`config.mk`:
```
export PLATFORM = sky130hd
export DESIGN_NAME = line_pixel_stepper_top_flat
export DESIGN_NICKNAME = d
export VERILOG_FILES = /design/src/sv/lps_pkg.sv /design/src/sv/lps_if.sv /design/src/sv/lps_stepper.sv /design/src/sv/lps_emit.sv /design/src/sv/line_pixel_stepper_top.sv /design/src/flat_wrapper.sv
export VERILOG_INCLUDE_DIRS = /design/src /design/src/sv
export SDC_FILE = /design/constraint.sdc
export NUM_CORES = 2
export LEC_CHECK = 0
export ABC_AREA = 1
export BUFFER_PORTS_ARGS = -buffer_cell sky130_fd_sc_hd__buf_4
export CAP_MARGIN = 20
export CORE_AREA = 2 2 294 267
export CTS_BUF_LIST = sky130_fd_sc_hd__clkbuf_4 sky130_fd_sc_hd__clkbuf_8
export CTS_CLUSTER_DIAMETER = 40
export DETAILED_ROUTE_END_ITERATION = 8
export DIE_AREA = 0 0 296 269
export HOLD_SLACK_MARGIN = 0.15
export SKIP_CTS_REPAIR_TIMING = 1
export SLEW_MARGIN = 20
export SYNTH_ARGS = -nofsm -noshare
export SYNTH_HDL_FRONTEND = slang
export SYNTH_HIERARCHICAL = 1
export SYNTH_SLANG_ARGS = --single-unit
```
`constraint.sdc`:
```
create_clock -name clk_i -period 6.47 [get_ports clk_i]
set_input_delay 0.3235 -clock clk_i [delete_from_list [all_inputs] [get_ports clk_i]]
set_output_delay 0.3235 -clock clk_i [all_outputs]
set_load 0.005 [all_outputs]
```
`src/sv/line_pixel_stepper_top_macros.svh`:
```
`ifndef LINE_PIXEL_STEPPER_TOP_MACROS_SVH
`define LINE_PIXEL_STEPPER_TOP_MACROS_SVH

// Same-cycle implication, checked on every clock edge outside reset.
`define LPS_ASSERT_IMP(lbl, ante, cons, msg) \
  lbl: assert property (@(posedge clk_i) disable iff (!rst_ni) (ante) |-> (cons)) \
    else $error(msg);

// Next-cycle implication, checked on every clock edge outside reset.
`define LPS_ASSERT_NXT(lbl, ante, cons, msg) \
  lbl: assert property (@(posedge clk_i) disable iff (!rst_ni) (ante) |=> (cons)) \
    else $error(msg);

`endif

```
`src/sv/lps_pkg.sv`:
```
`timescale 1ns / 1ps
`default_nettype none

package lps_pkg;

  localparam int unsigned WinW    = 13;
  localparam int unsigned PitchW  = 16;
  localparam int unsigned BppW    = 7;
  localparam int unsigned ColorW  = 32;
  localparam int unsigned OffW    = 32;
  localparam int unsigned CfgIdxW = 2;
  localparam int unsigned CfgW    = 16;

  localparam logic [WinW-1:0]   WinWReset  = 13'd1920;
  localparam logic [WinW-1:0]   WinHReset  = 13'd1080;
  localparam logic [PitchW-1:0] PitchReset = 16'd7680;
  localparam logic [BppW-1:0]   BppReset   = 7'd32;

  typedef enum logic {
    CMD_BEGIN   = 1'b0,
    CMD_ADVANCE = 1'b1
  } lps_cmd_e;

  typedef enum logic [CfgIdxW-1:0] {
    REG_WIN_W = 2'd0,
    REG_WIN_H = 2'd1,
    REG_PITCH = 2'd2,
    REG_BPP   = 2'd3
  } lps_reg_e;

  typedef struct packed {
    logic [WinW-1:0]   win_w;
    logic [WinW-1:0]   win_h;
    logic [PitchW-1:0] pitch;
    logic [BppW-1:0]   bpp;
  } lps_cfg_t;

endpackage

`default_nettype wire

```
`src/sv/lps_if.sv`:
```
`timescale 1ns / 1ps
`default_nettype none

interface lps_cmd_if #(
  parameter int unsigned CW = 16
);
  logic                 valid;
  logic                 ready;
  logic                 command;
  logic signed [CW-1:0] x_start;
  logic signed [CW-1:0] y_start;
  logic signed [CW-1:0] x_end;
  logic signed [CW-1:0] y_end;
  logic [31:0]          pixel_color;

  modport source (
    output valid, command, x_start, y_start, x_end, y_end, pixel_color,
    input  ready
  );
  modport sink (
    input  valid, command, x_start, y_start, x_end, y_end, pixel_color,
    output ready
  );
endinterface

interface lps_pix_if #(
  parameter int unsigned CW = 16
);
  logic                 valid;
  logic                 ready;
  logic                 valid_res;
  logic signed [CW-1:0] pixel_x;
  logic signed [CW-1:0] pixel_y;
  logic [31:0]          out_color;
  logic                 visible;
  logic [31:0]          byte_offset;
  logic                 last;

  modport source (
    output valid, valid_res, pixel_x, pixel_y, out_color, visible, byte_offset, last,
    input  ready
  );
  modport sink (
    input  valid, valid_res, pixel_x, pixel_y, out_color, visible, byte_offset, last,
    output ready
  );
endinterface

`default_nettype wire

```
`src/sv/lps_stepper.sv`:
```
`timescale 1ns / 1ps
`default_nettype none
`include "line_pixel_stepper_top_macros.svh"

module lps_stepper #(
  parameter int unsigned CW = 16
) (
  input  wire logic                           clk_i,
  input  wire logic                           rst_ni,
  lps_cmd_if.sink                             cmd,
  output logic                                pix_valid_o,
  input  wire logic                           pix_ready_i,
  output logic                                pix_res_o,
  output logic signed [CW-1:0]                pix_x_o,
  output logic signed [CW-1:0]                pix_y_o,
  output logic [lps_pkg::ColorW-1:0]          pix_color_o,
  output logic                                pix_last_o
);

  localparam int unsigned DxW  = CW + 1;
  localparam int unsigned NdyW = CW + 2;
  localparam int unsigned ErrW = CW + 3;
  localparam int unsigned E2W  = ErrW + 1;

  logic                        acc;
  logic                        is_begin;

  logic signed [CW-1:0]        x_q, x_d, y_q, y_d, ex_q, ex_d, ey_q, ey_d;
  logic signed [DxW-1:0]       dx_q, dx_d, diff_x;
  logic signed [NdyW-1:0]      ndy_q, ndy_d, diff_y;
  logic                        sx_q, sx_d, sy_q, sy_d;
  logic signed [ErrW-1:0]      err_q, err_d;
  logic [lps_pkg::ColorW-1:0]  color_q, color_d;
  logic                        active_q, active_d;

  logic signed [E2W-1:0]       e2;
  logic                        step_x, step_y;
  logic signed [CW-1:0]        x_nx, y_nx;

  logic                        pix_valid_q, pix_valid_d;
  logic                        pix_res_q, pix_res_d;
  logic signed [CW-1:0]        pix_x_q, pix_x_d, pix_y_q, pix_y_d;
  logic [lps_pkg::ColorW-1:0]  pix_color_q, pix_color_d;
  logic                        pix_last_q, pix_last_d;

  assign cmd.ready = !pix_valid_q || pix_ready_i;
  assign acc       = cmd.valid && cmd.ready;
  assign is_begin  = (lps_pkg::lps_cmd_e'(cmd.command) == lps_pkg::CMD_BEGIN);

  assign diff_x = DxW'(cmd.x_end) - DxW'(cmd.x_start);
  assign diff_y = NdyW'(cmd.y_end) - NdyW'(cmd.y_start);

  assign e2     = $signed({err_q, 1'b0});
  assign step_x = (e2 >= E2W'(ndy_q));
  assign step_y = (e2 <= E2W'(dx_q));
  assign x_nx   = step_x ? (sx_q ? x_q - CW'(1) : x_q + CW'(1)) : x_q;
  assign y_nx   = step_y ? (sy_q ? y_q - CW'(1) : y_q + CW'(1)) : y_q;

  always_comb begin
    x_d         = x_q;
    y_d         = y_q;
    ex_d        = ex_q;
    ey_d        = ey_q;
    dx_d        = dx_q;
    ndy_d       = ndy_q;
    sx_d        = sx_q;
    sy_d        = sy_q;
    err_d       = err_q;
    color_d     = color_q;
    active_d    = active_q;
    pix_valid_d = pix_valid_q && !pix_ready_i;
    pix_res_d   = pix_res_q;
    pix_x_d     = pix_x_q;
    pix_y_d     = pix_y_q;
    pix_color_d = pix_color_q;
    pix_last_d  = pix_last_q;
    if (acc) begin
      pix_valid_d = 1'b1;
      priority if (is_begin) begin
        x_d         = cmd.x_start;
        y_d         = cmd.y_start;
        ex_d        = cmd.x_end;
        ey_d        = cmd.y_end;
        dx_d        = (cmd.x_end > cmd.x_start) ? diff_x : -diff_x;
        ndy_d       = (cmd.y_end > cmd.y_start) ? -diff_y : diff_y;
        sx_d        = !(cmd.x_start < cmd.x_end);
        sy_d        = !(cmd.y_start < cmd.y_end);
        err_d       = ErrW'(dx_d) + ErrW'(ndy_d);
        color_d     = cmd.pixel_color;
        pix_res_d   = 1'b1;
        pix_x_d     = cmd.x_start;
        pix_y_d     = cmd.y_start;
        pix_color_d = cmd.pixel_color;
        pix_last_d  = (cmd.x_start == cmd.x_end) && (cmd.y_start == cmd.y_end);
        active_d    = !pix_last_d;
      end else if (!active_q) begin
        pix_res_d   = 1'b0;
        pix_x_d     = '0;
        pix_y_d     = '0;
        pix_color_d = '0;
        pix_last_d  = 1'b0;
      end else begin
        x_d         = x_nx;
        y_d         = y_nx;
        err_d       = err_q + (step_x ? ErrW'(ndy_q) : ErrW'(0))
                            + (step_y ? ErrW'(dx_q) : ErrW'(0));
        pix_res_d   = 1'b1;
        pix_x_d     = x_nx;
        pix_y_d     = y_nx;
        pix_color_d = color_q;
        pix_last_d  = (x_nx == ex_q) && (y_nx == ey_q);
        active_d    = !pix_last_d;
      end
    end
  end

  always_ff @(posedge clk_i or negedge rst_ni) begin
    if (!rst_ni) begin
      x_q         <= '0;
      y_q         <= '0;
      ex_q        <= '0;
      ey_q        <= '0;
      dx_q        <= '0;
      ndy_q       <= '0;
      sx_q        <= 1'b0;
      sy_q        <= 1'b0;
      err_q       <= '0;
      color_q     <= '0;
      active_q    <= 1'b0;
      pix_valid_q <= 1'b0;
    end else begin
      x_q         <= x_d;
      y_q         <= y_d;
      ex_q        <= ex_d;
      ey_q        <= ey_d;
      dx_q        <= dx_d;
      ndy_q       <= ndy_d;
      sx_q        <= sx_d;
      sy_q        <= sy_d;
      err_q       <= err_d;
      color_q     <= color_d;
      active_q    <= active_d;
      pix_valid_q <= pix_valid_d;
    end
  end

  always_ff @(posedge clk_i) begin
    pix_res_q   <= pix_res_d;
    pix_x_q     <= pix_x_d;
    pix_y_q     <= pix_y_d;
    pix_color_q <= pix_color_d;
    pix_last_q  <= pix_last_d;
  end

  assign pix_valid_o = pix_valid_q;
  assign pix_res_o   = pix_res_q;
  assign pix_x_o     = pix_x_q;
  assign pix_y_o     = pix_y_q;
  assign pix_color_o = pix_color_q;
  assign pix_last_o  = pix_last_q;

  `LPS_ASSERT_NXT(a_idle_advance, acc && !is_begin && !active_q, !active_q && !pix_res_q, "advance without a line changed state or produced a pixel")
  `LPS_ASSERT_NXT(a_begin_active, acc && is_begin, pix_res_q && (pix_last_q == !active_q), "line activity after begin disagrees with the last flag")

endmodule

`default_nettype wire

```
`src/sv/lps_emit.sv`:
```
`timescale 1ns / 1ps
`default_nettype none
`include "line_pixel_stepper_top_macros.svh"

module lps_emit #(
  parameter int unsigned CW = 16
) (
  input  wire logic                           clk_i,
  input  wire logic                           rst_ni,
  input  wire lps_pkg::lps_cfg_t              cfg_i,
  input  wire logic                           pix_valid_i,
  output logic                                pix_ready_o,
  input  wire logic                           pix_res_i,
  input  wire logic signed [CW-1:0]           pix_x_i,
  input  wire logic signed [CW-1:0]           pix_y_i,
  input  wire logic [lps_pkg::ColorW-1:0]     pix_color_i,
  input  wire logic                           pix_last_i,
  lps_pix_if.source                           pix
);

  localparam int unsigned CmpW = (CW > lps_pkg::WinW) ? CW : lps_pkg::WinW;
  localparam int unsigned PyW  = lps_pkg::WinW + lps_pkg::PitchW;
  localparam int unsigned PxW  = lps_pkg::WinW + lps_pkg::BppW - 3;

  logic                              take;
  logic                              vis;
  logic [lps_pkg::WinW-1:0]          xs, ys;
  logic [lps_pkg::BppW-4:0]          bytes_pp;
  logic [PyW-1:0]                    prod_y;
  logic [PxW-1:0]                    prod_x;
  logic [lps_pkg::OffW-1:0]          off;

  logic                              res_valid_q;
  logic                              res_res_q, res_vis_q, res_last_q;
  logic signed [CW-1:0]              res_x_q, res_y_q;
  logic [lps_pkg::ColorW-1:0]        res_color_q;
  logic [lps_pkg::OffW-1:0]          res_off_q;

  assign pix_ready_o = !res_valid_q || pix.ready;
  assign take        = pix_valid_i && pix_ready_o;

  assign vis = pix_res_i && !pix_x_i[CW-1] && !pix_y_i[CW-1]
               && (CmpW'($unsigned(pix_x_i)) < CmpW'(cfg_i.win_w))
               && (CmpW'($unsigned(pix_y_i)) < CmpW'(cfg_i.win_h));

  assign xs       = lps_pkg::WinW'($unsigned(pix_x_i));
  assign ys       = lps_pkg::WinW'($unsigned(pix_y_i));
  assign bytes_pp = cfg_i.bpp[lps_pkg::BppW-1:3];
  assign prod_y   = PyW'(ys) * PyW'(cfg_i.pitch);
  assign prod_x   = PxW'(xs) * PxW'(bytes_pp);
  assign off      = lps_pkg::OffW'(prod_y) + lps_pkg::OffW'(prod_x);

  always_ff @(posedge clk_i or negedge rst_ni) begin
    if (!rst_ni) begin
      res_valid_q <= 1'b0;
    end else if (pix_ready_o) begin
      res_valid_q <= pix_valid_i;
    end
  end

  always_ff @(posedge clk_i) begin
    if (take) begin
      res_res_q   <= pix_res_i;
      res_x_q     <= pix_x_i;
      res_y_q     <= pix_y_i;
      res_color_q <= pix_color_i;
      res_last_q  <= pix_last_i;
      res_vis_q   <= vis;
      res_off_q   <= vis ? off : '0;
    end
  end

  assign pix.valid       = res_valid_q;
  assign pix.valid_res   = res_res_q;
  assign pix.pixel_x     = res_x_q;
  assign pix.pixel_y     = res_y_q;
  assign pix.out_color   = res_color_q;
  assign pix.visible     = res_vis_q;
  assign pix.byte_offset = res_off_q;
  assign pix.last        = res_last_q;

  `LPS_ASSERT_IMP(a_hidden_offset, res_valid_q && !res_vis_q, res_off_q == '0, "hidden pixel carries a nonzero byte offset")
  `LPS_ASSERT_IMP(a_empty_result, res_valid_q && !res_res_q, !res_vis_q && !res_last_q && res_x_q == '0 && res_y_q == '0 && res_color_q == '0, "empty result carries pixel data")

endmodule

`default_nettype wire

```
`src/sv/line_pixel_stepper_top.sv`:
```
`timescale 1ns / 1ps
`default_nettype none

// Line pixel stepper: draws one pixel of a line for every word on the command channel.
// A begin word (command 0) loads both end points and the color and returns the start
// pixel; each advance word (command 1) moves one step along the line and returns the
// next pixel. An advance word with no line in progress returns a word with valid_res 0.
// Each result word carries the pixel position, color, a visible flag against the
// programmed window, the framebuffer byte offset and a last flag at the end point.
// Words pass the step and then the result register. One word is accepted per cycle
// unless the output stalls; the step logic and the offset multipliers each sit in
// their own stage. When the receiver stalls the result register holds, the step stage
// fills, and then cmd_i.ready drops until the receiver takes a word; nothing is lost
// or repeated. Reset clears the line state and loads the window, pitch and pixel size
// registers with 1920, 1080, 7680 and 32. Registers are written through cfg_we_i,
// cfg_idx_i, cfg_data_i only while no word is in flight, which the user must ensure.

module line_pixel_stepper_top #(
  parameter int unsigned COORD_BITS = 16
) (
  input  wire logic                            clk_i,
  input  wire logic                            rst_ni,
  input  wire logic                            cfg_we_i,
  input  wire logic [lps_pkg::CfgIdxW-1:0]     cfg_idx_i,
  input  wire logic [lps_pkg::CfgW-1:0]        cfg_data_i,
  lps_cmd_if.sink                              cmd_i,
  lps_pix_if.source                            pix_o
);

  lps_pkg::lps_cfg_t              cfg_q;
  logic                           pix_valid, pix_ready, pix_res, pix_last;
  logic signed [COORD_BITS-1:0]   pix_x, pix_y;
  logic [lps_pkg::ColorW-1:0]     pix_color;

  always_ff @(posedge clk_i or negedge rst_ni) begin
    if (!rst_ni) begin
      cfg_q.win_w <= lps_pkg::WinWReset;
      cfg_q.win_h <= lps_pkg::WinHReset;
      cfg_q.pitch <= lps_pkg::PitchReset;
      cfg_q.bpp   <= lps_pkg::BppReset;
    end else if (cfg_we_i) begin
      unique case (lps_pkg::lps_reg_e'(cfg_idx_i))
        lps_pkg::REG_WIN_W: cfg_q.win_w <= cfg_data_i[lps_pkg::WinW-1:0];
        lps_pkg::REG_WIN_H: cfg_q.win_h <= cfg_data_i[lps_pkg::WinW-1:0];
        lps_pkg::REG_PITCH: cfg_q.pitch <= cfg_data_i[lps_pkg::PitchW-1:0];
        lps_pkg::REG_BPP:   cfg_q.bpp   <= cfg_data_i[lps_pkg::BppW-1:0];
        default:            cfg_q       <= cfg_q;
      endcase
    end
  end

  lps_stepper #(
    .CW (COORD_BITS)
  ) u_stepper (
    .clk_i       (clk_i),
    .rst_ni      (rst_ni),
    .cmd         (cmd_i),
    .pix_valid_o (pix_valid),
    .pix_ready_i (pix_ready),
    .pix_res_o   (pix_res),
    .pix_x_o     (pix_x),
    .pix_y_o     (pix_y),
    .pix_color_o (pix_color),
    .pix_last_o  (pix_last)
  );

  lps_emit #(
    .CW (COORD_BITS)
  ) u_emit (
    .clk_i       (clk_i),
    .rst_ni      (rst_ni),
    .cfg_i       (cfg_q),
    .pix_valid_i (pix_valid),
    .pix_ready_o (pix_ready),
    .pix_res_i   (pix_res),
    .pix_x_i     (pix_x),
    .pix_y_i     (pix_y),
    .pix_color_i (pix_color),
    .pix_last_i  (pix_last),
    .pix         (pix_o)
  );

endmodule

`default_nettype wire

```
`src/flat_wrapper.sv`:
```
// flat-port wrapper written by rule: the top's interface ports become plain ports
module line_pixel_stepper_top_flat import lps_pkg::*;
#(
  parameter int unsigned COORD_BITS = 16
)
  (clk_i, rst_ni, cfg_we_i, cfg_idx_i, cfg_data_i, cmd_i_valid, cmd_i_command, cmd_i_x_start, cmd_i_y_start, cmd_i_x_end, cmd_i_y_end, cmd_i_pixel_color, cmd_i_ready, pix_o_valid, pix_o_valid_res, pix_o_pixel_x, pix_o_pixel_y, pix_o_out_color, pix_o_visible, pix_o_byte_offset, pix_o_last, pix_o_ready);
  lps_cmd_if #(.CW((16))) cmd_i_i ();
  lps_pix_if #(.CW((16))) pix_o_i ();
  input  wire logic clk_i;
  input  wire logic rst_ni;
  input  wire logic cfg_we_i;
  input  wire logic [lps_pkg::CfgIdxW-1:0] cfg_idx_i;
  input  wire logic [lps_pkg::CfgW-1:0] cfg_data_i;
  input wire logic [$bits(cmd_i_i.valid)-1:0] cmd_i_valid;
  input wire logic [$bits(cmd_i_i.command)-1:0] cmd_i_command;
  input wire logic [$bits(cmd_i_i.x_start)-1:0] cmd_i_x_start;
  input wire logic [$bits(cmd_i_i.y_start)-1:0] cmd_i_y_start;
  input wire logic [$bits(cmd_i_i.x_end)-1:0] cmd_i_x_end;
  input wire logic [$bits(cmd_i_i.y_end)-1:0] cmd_i_y_end;
  input wire logic [$bits(cmd_i_i.pixel_color)-1:0] cmd_i_pixel_color;
  output wire logic [$bits(cmd_i_i.ready)-1:0] cmd_i_ready;
  output wire logic [$bits(pix_o_i.valid)-1:0] pix_o_valid;
  output wire logic [$bits(pix_o_i.valid_res)-1:0] pix_o_valid_res;
  output wire logic [$bits(pix_o_i.pixel_x)-1:0] pix_o_pixel_x;
  output wire logic [$bits(pix_o_i.pixel_y)-1:0] pix_o_pixel_y;
  output wire logic [$bits(pix_o_i.out_color)-1:0] pix_o_out_color;
  output wire logic [$bits(pix_o_i.visible)-1:0] pix_o_visible;
  output wire logic [$bits(pix_o_i.byte_offset)-1:0] pix_o_byte_offset;
  output wire logic [$bits(pix_o_i.last)-1:0] pix_o_last;
  input wire logic [$bits(pix_o_i.ready)-1:0] pix_o_ready;
  assign cmd_i_i.valid = cmd_i_valid;
  assign cmd_i_i.command = cmd_i_command;
  assign cmd_i_i.x_start = cmd_i_x_start;
  assign cmd_i_i.y_start = cmd_i_y_start;
  assign cmd_i_i.x_end = cmd_i_x_end;
  assign cmd_i_i.y_end = cmd_i_y_end;
  assign cmd_i_i.pixel_color = cmd_i_pixel_color;
  assign cmd_i_ready = cmd_i_i.ready;
  assign pix_o_valid = pix_o_i.valid;
  assign pix_o_valid_res = pix_o_i.valid_res;
  assign pix_o_pixel_x = pix_o_i.pixel_x;
  assign pix_o_pixel_y = pix_o_i.pixel_y;
  assign pix_o_out_color = pix_o_i.out_color;
  assign pix_o_visible = pix_o_i.visible;
  assign pix_o_byte_offset = pix_o_i.byte_offset;
  assign pix_o_last = pix_o_i.last;
  assign pix_o_i.ready = pix_o_ready;
  line_pixel_stepper_top #(.COORD_BITS(COORD_BITS)) u_core (.clk_i(clk_i), .rst_ni(rst_ni), .cfg_we_i(cfg_we_i), .cfg_idx_i(cfg_idx_i), .cfg_data_i(cfg_data_i), .cmd_i(cmd_i_i), .pix_o(pix_o_i));
endmodule
```
Word-level counts from Yosys, hierarchy flattened:

Index checks and enable logic that the tools add are counted.
W data, S select, Z words.

* flip-flop bits (word level): 369
* input bits: 120
* output and inout bits: 101
* logic and storage cells: 113

* add/sub/neg operators: 12
* multipliers: 2
* magnitude comparators: 8
* equality and inequality tests: 8
* multiplexer cells: 26
* bitwise gates (word level): 1
* reduce and logical (&&, ||, !) cells: 27

Operators with widths (number)
* $mux W16: 12
* $mux W19: 4
* $eq A16 B16 Y1: 4
* $mux W32: 2
* $add A19 B19 Y19: 2
* $sub A16 B16 Y17: 2
* $add A16 B2 Y16 const B: 2
* $gt A16 B16 Y1: 2
* $lt A16 B13 Y1: 2
* $lt A16 B16 Y1: 2
* $sub A16 B2 Y16 const B: 2
* $add A29 B17 Y30: 1
* $mul A13 B16 Y29: 1
* $ge A20 B18 Y1: 1
* $le A20 B17 Y1: 1
* $add A17 B18 Y19: 1
* $mux W18: 1
* $neg A17 Y18: 1
* $mul A13 B4 Y17: 1
* $mux W17: 1
* $neg A17 Y17: 1
* $reduce_and A2 Y1: 6
* $logic_and A1 B1 Y1: 9
* $logic_not A1 Y1: 9
* other kinds (7): 14

Longest topological paths before layout:

* depth after elaboration: 8
* gate-level depth with buffers: 35
* gate-level depth less buffers: 34

Hierarchy:

The synthesis kept the hierarchy.

By module, submodules not included
* lps_stepper: times used 1, cells an instance 2425, area an instance 17385.4 µm², sequential area each 5835.6 µm²
* lps_emit: times used 1, cells an instance 1697, area an instance 13804.5 µm², sequential area each 2937.8 µm²
* line_pixel_stepper_top: times used 1, cells an instance 221, area an instance 2128.3 µm², sequential area each 1242.4 µm²

Least setup slack after synthesis:

Ideal clock, no wire load.

* path type: register -> register
* start point: register u_core.u_emit.res_valid_q, in the netlist u_core/u_emit/pix.valid
* end point: register u_core.u_emit.res_off_q, in the netlist u_core/u_emit/pix.byte_offset[0] (enable)
* library setup time: 584 ps
* arrival time: 5114 ps
* required time: 5886 ps
* slack: 771 ps
* cell stages (with the launch flop): 2
* path buffers: 0
* clock period less this slack: 5699 ps
* path through: dfrtp_1 a21oi_1

* cells in the longest elaborated chain, start to end: 3

Ends and longest elaborated chain
* from (decl): RTL line lps_emit.sv:33 `logic res_valid_q;`
* from (signal assigned): RTL line lps_emit.sv:57 `res_valid_q <= pix_valid_i;`
* $logic_not A1 Y1: RTL line lps_emit.sv:39 `assign pix_ready_o = !res_valid_q || pix.ready;`
* $logic_or A1 B1 Y1: RTL line lps_emit.sv:39
* $logic_and A1 B1 Y1: RTL line lps_emit.sv:40 `assign take = pix_valid_i && pix_ready_o;`
* named net u_core.u_emit.take: RTL line lps_emit.sv:25 `logic take;`
* to (signal assigned): RTL line lps_emit.sv:69 `res_off_q <= vis ? off : '0;`
* to (decl): RTL line lps_emit.sv:37 `logic [lps_pkg::OffW-1:0] res_off_q;`

The timed path passes the listed nets, and every way through them passes these cells.
A chain may end at the register's enable or synchronous reset.

Final worst setup path:

* start point: register u_core.u_stepper.pix_y_q[7], in the netlist u_core/u_stepper/pix_y_o[7]
* end point: register u_core.u_emit.res_off_q, in the netlist u_core/u_emit/pix.byte_offset[27] (data pin)

* cells in the longest elaborated chain, start to end: 2
* elaborated cells between the ends (all ways): 4
* classes of those cells: add/sub (1); mul (1); order compare (1); reduce/logical (1)

Ends and longest elaborated chain
* from (decl): RTL line lps_stepper.sv:42 `logic signed [CW-1:0] pix_x_q, pix_x_d, pix_y_q, pix_y_d;`
* from (signal assigned): RTL line lps_stepper.sv:150 `pix_y_q <= pix_y_d;`
* $mul A13 B16 Y29 / $lt A16 B13 Y1 (equally long branches): RTL line lps_emit.sv:49, lps_emit.sv:44
* $add A29 B17 Y30 / $logic_and A1 B1 Y1 (equally long branches): RTL line lps_emit.sv:51, lps_emit.sv:44

Parallel ways exist; a longest one is shown, timed or not.

==> reports/metrics.yaml <==
final_layout:
  final_layout_size_suffix_gt1_share_pct: 10.7
  layout_commonest_cell: "nand2_1"
  area_growth_pct: 17.6
  fin_area_sq_um: 39100
  final_nets: 5278
  layout_common_cells: "nand2_1 (1262), inv_1 (879), o21ai_0 (273)"
  fill_cells: 7627
worst_setup_path:
  r2r_slack_ns: 0.49
  path_max_fanout: 18
  startpoint_type: "flop"
  rr_endpoint: "u_core/u_emit/pix.byte_offset[27]"
  reg2reg_depth: 18
  path_class: "flop to flop"
  crit_arrival_ns: 6.38
  cp-end-kind: "flop"
  crit_start: "u_core/u_stepper/pix_y_o[7]"
  worstPathRequired_ns: 6.87
  worstSetupEndpoint: "u_core/u_emit/pix.byte_offset[27]"
  rr_startpoint: "u_core/u_stepper/pix_y_o[7]"
placed_design:
  gp_congestion: 0.925
  port_buffers: 218
  dp_hpwl_mm: 74.1
  place_area_sq_um: 35800
min_path:
  hp-class: "primary input to flop"
  min_from: "cmd_i_x_start[1]"
  whs_path_depth: 3
global_route:
  grt_pass1_wl_mm: 153
  first_global_vias: 28200
  antenna_found_initial: 4
  grt_max_degree: 103
  track_usage_pct: 24.7
  overflow: 0
die:
  die-area_sq_um: 79600
  rows: 97
  die_h_um: 269
  die_w_um: 296
  ios: 221
  initial_core_util_pct: 43.1
  core_sq_um: 76900
routing:
  antenna_left: 0
  vias_per_cell: 4.94
  finalWirelength_mm: 97.1
  drt_iter0_markers: 1768
  dr.pass1.iters: 6
  wire_per_inst_um: 16.8
  drc: 0
  vias: 28500
clocking:
  path_clk_slew_ns: 0.06
  numClockSinks: 364
  cts_root_buf: "clkbuf_8"
  insertion_delay_ns: 0.73
  cts_buffer_depth: 3
  cts_tree: "built"
  cts_buffers: 88
  htreeDepth: 3
timing:
  finalSetupViolCount: 0
  skew_ns: 0.0594
  hold_viol_final: 0
  finalSetupTns_ns: 0
  drv_slew: 0
  max_freq_ghz: 0.167
  slew_headroom_pct: 25.6
  max_slew.worst_pin.slew_ns: 1.10
  finalCritPeriodShare_pct: 92.4
  fin_crit_ns: 5.98
  rsz0062_at_grt: "no"
job:
  cap_violations: 0
synthesis:
  avgSynthCellArea_sq_um: 7.67
  netlist_instances: 4331
  syn_area_sq_um: 33200
  ys.warnings.count: 6
run_status:
  status: "finished, final reports clean"
metal layers:
metal	routed length (um)	share of wire [%]	GRT usage, %
met5	0	0	0
met4	3630	3.7	9.66
met3	5500	5.7	4.34
met2	47300	49	42.6
met1	40700	42	30.8
final cells by class:
type	instances	area, sq um	share of cell area [%]
antenna	3	7.51	0.0192
clock buffer	114	1480	3.78
clock inverter	51	577	1.48
inverter	887	3330	8.53
multi-input combinational	2943	19300	49.4
sequential	364	9940	25.5
tap	1039	1300	3.33
timing repair buffer	376	3140	8.04
state kept, by name, indices dropped and copies added, names as in the netlist, 16 cells and up:
| name | flops |
|---|---|
| u_core/u_stepper/x_q | 16 |
| u_core/u_stepper/ex_q | 16 |
| u_core/u_emit/pix.pixel_y | 16 |
| u_core/u_emit/pix.byte_offset | 30 |
| u_core/u_stepper/dx_q | 17 |
| u_core/u_stepper/y_q | 16 |
| u_core/u_emit/pix.out_color | 32 |
| u_core/u_stepper/pix_y_o | 16 |
| u_core/u_stepper/ndy_q | 18 |
| u_core/u_stepper/err_q | 19 |
| u_core/cfg_q | 46 |
| u_core/u_stepper/ey_q | 16 |
| u_core/u_stepper/color_q | 32 |
| u_core/u_stepper/pix_x_o | 16 |
| u_core/u_stepper/pix_color_o | 32 |
| u_core/u_emit/pix.pixel_x | 16 |
worst max-delay path, stage by stage, from the launching register on:
cell,delay [ns]
edfxtp_1,0.81
nand2_1,0.18
fa_1,0.58
inv_1,0.06
fa_1,0.57
fa_1,0.44
fa_1,0.52
fa_1,0.56
inv_1,0.05
fa_1,0.53
inv_1,0.04
ha_1,0.39
nand2_1,0.13
nor2_1,0.30
nand2_1,0.13
nor2_1,0.11
nand2_1,0.10
nand3_1,0.12
a21oi_2,0.06
worst min-delay path by stage:
stage / slack [ns] / to
finish: 0.15 / u_core/u_stepper/x_q[1]
global route: 0.15 / u_core/cfg_q[46]
CTS: -0.39 / u_core/u_stepper/ndy_q[7]
detailed placement: 0.40 / u_core/u_emit/pix.out_color[13]
global placement: 0.40 / u_core/u_stepper/color_q[23]
floorplan: 0.03 / u_core/cfg_q[10]
metrics by stage:
step           worst slack (ns)  hold WS (ns)  std cells  util (%)
6_report                  0.493         0.145       5777      50.8
4_1_cts                   0.490        -0.394       5652      49.2
2_1_floorplan             0.771        0.0279       4332         -
5_1_grt                   0.117         0.148       5775      50.8
3_3_place_gp              0.604         0.400       5487      46.5
3_5_place_dp              0.537         0.405       5487      46.5
Power is left out: the tool's default activity adds up to more than one toggle a clock period on the data nets, which glitch-free logic cannot reach.
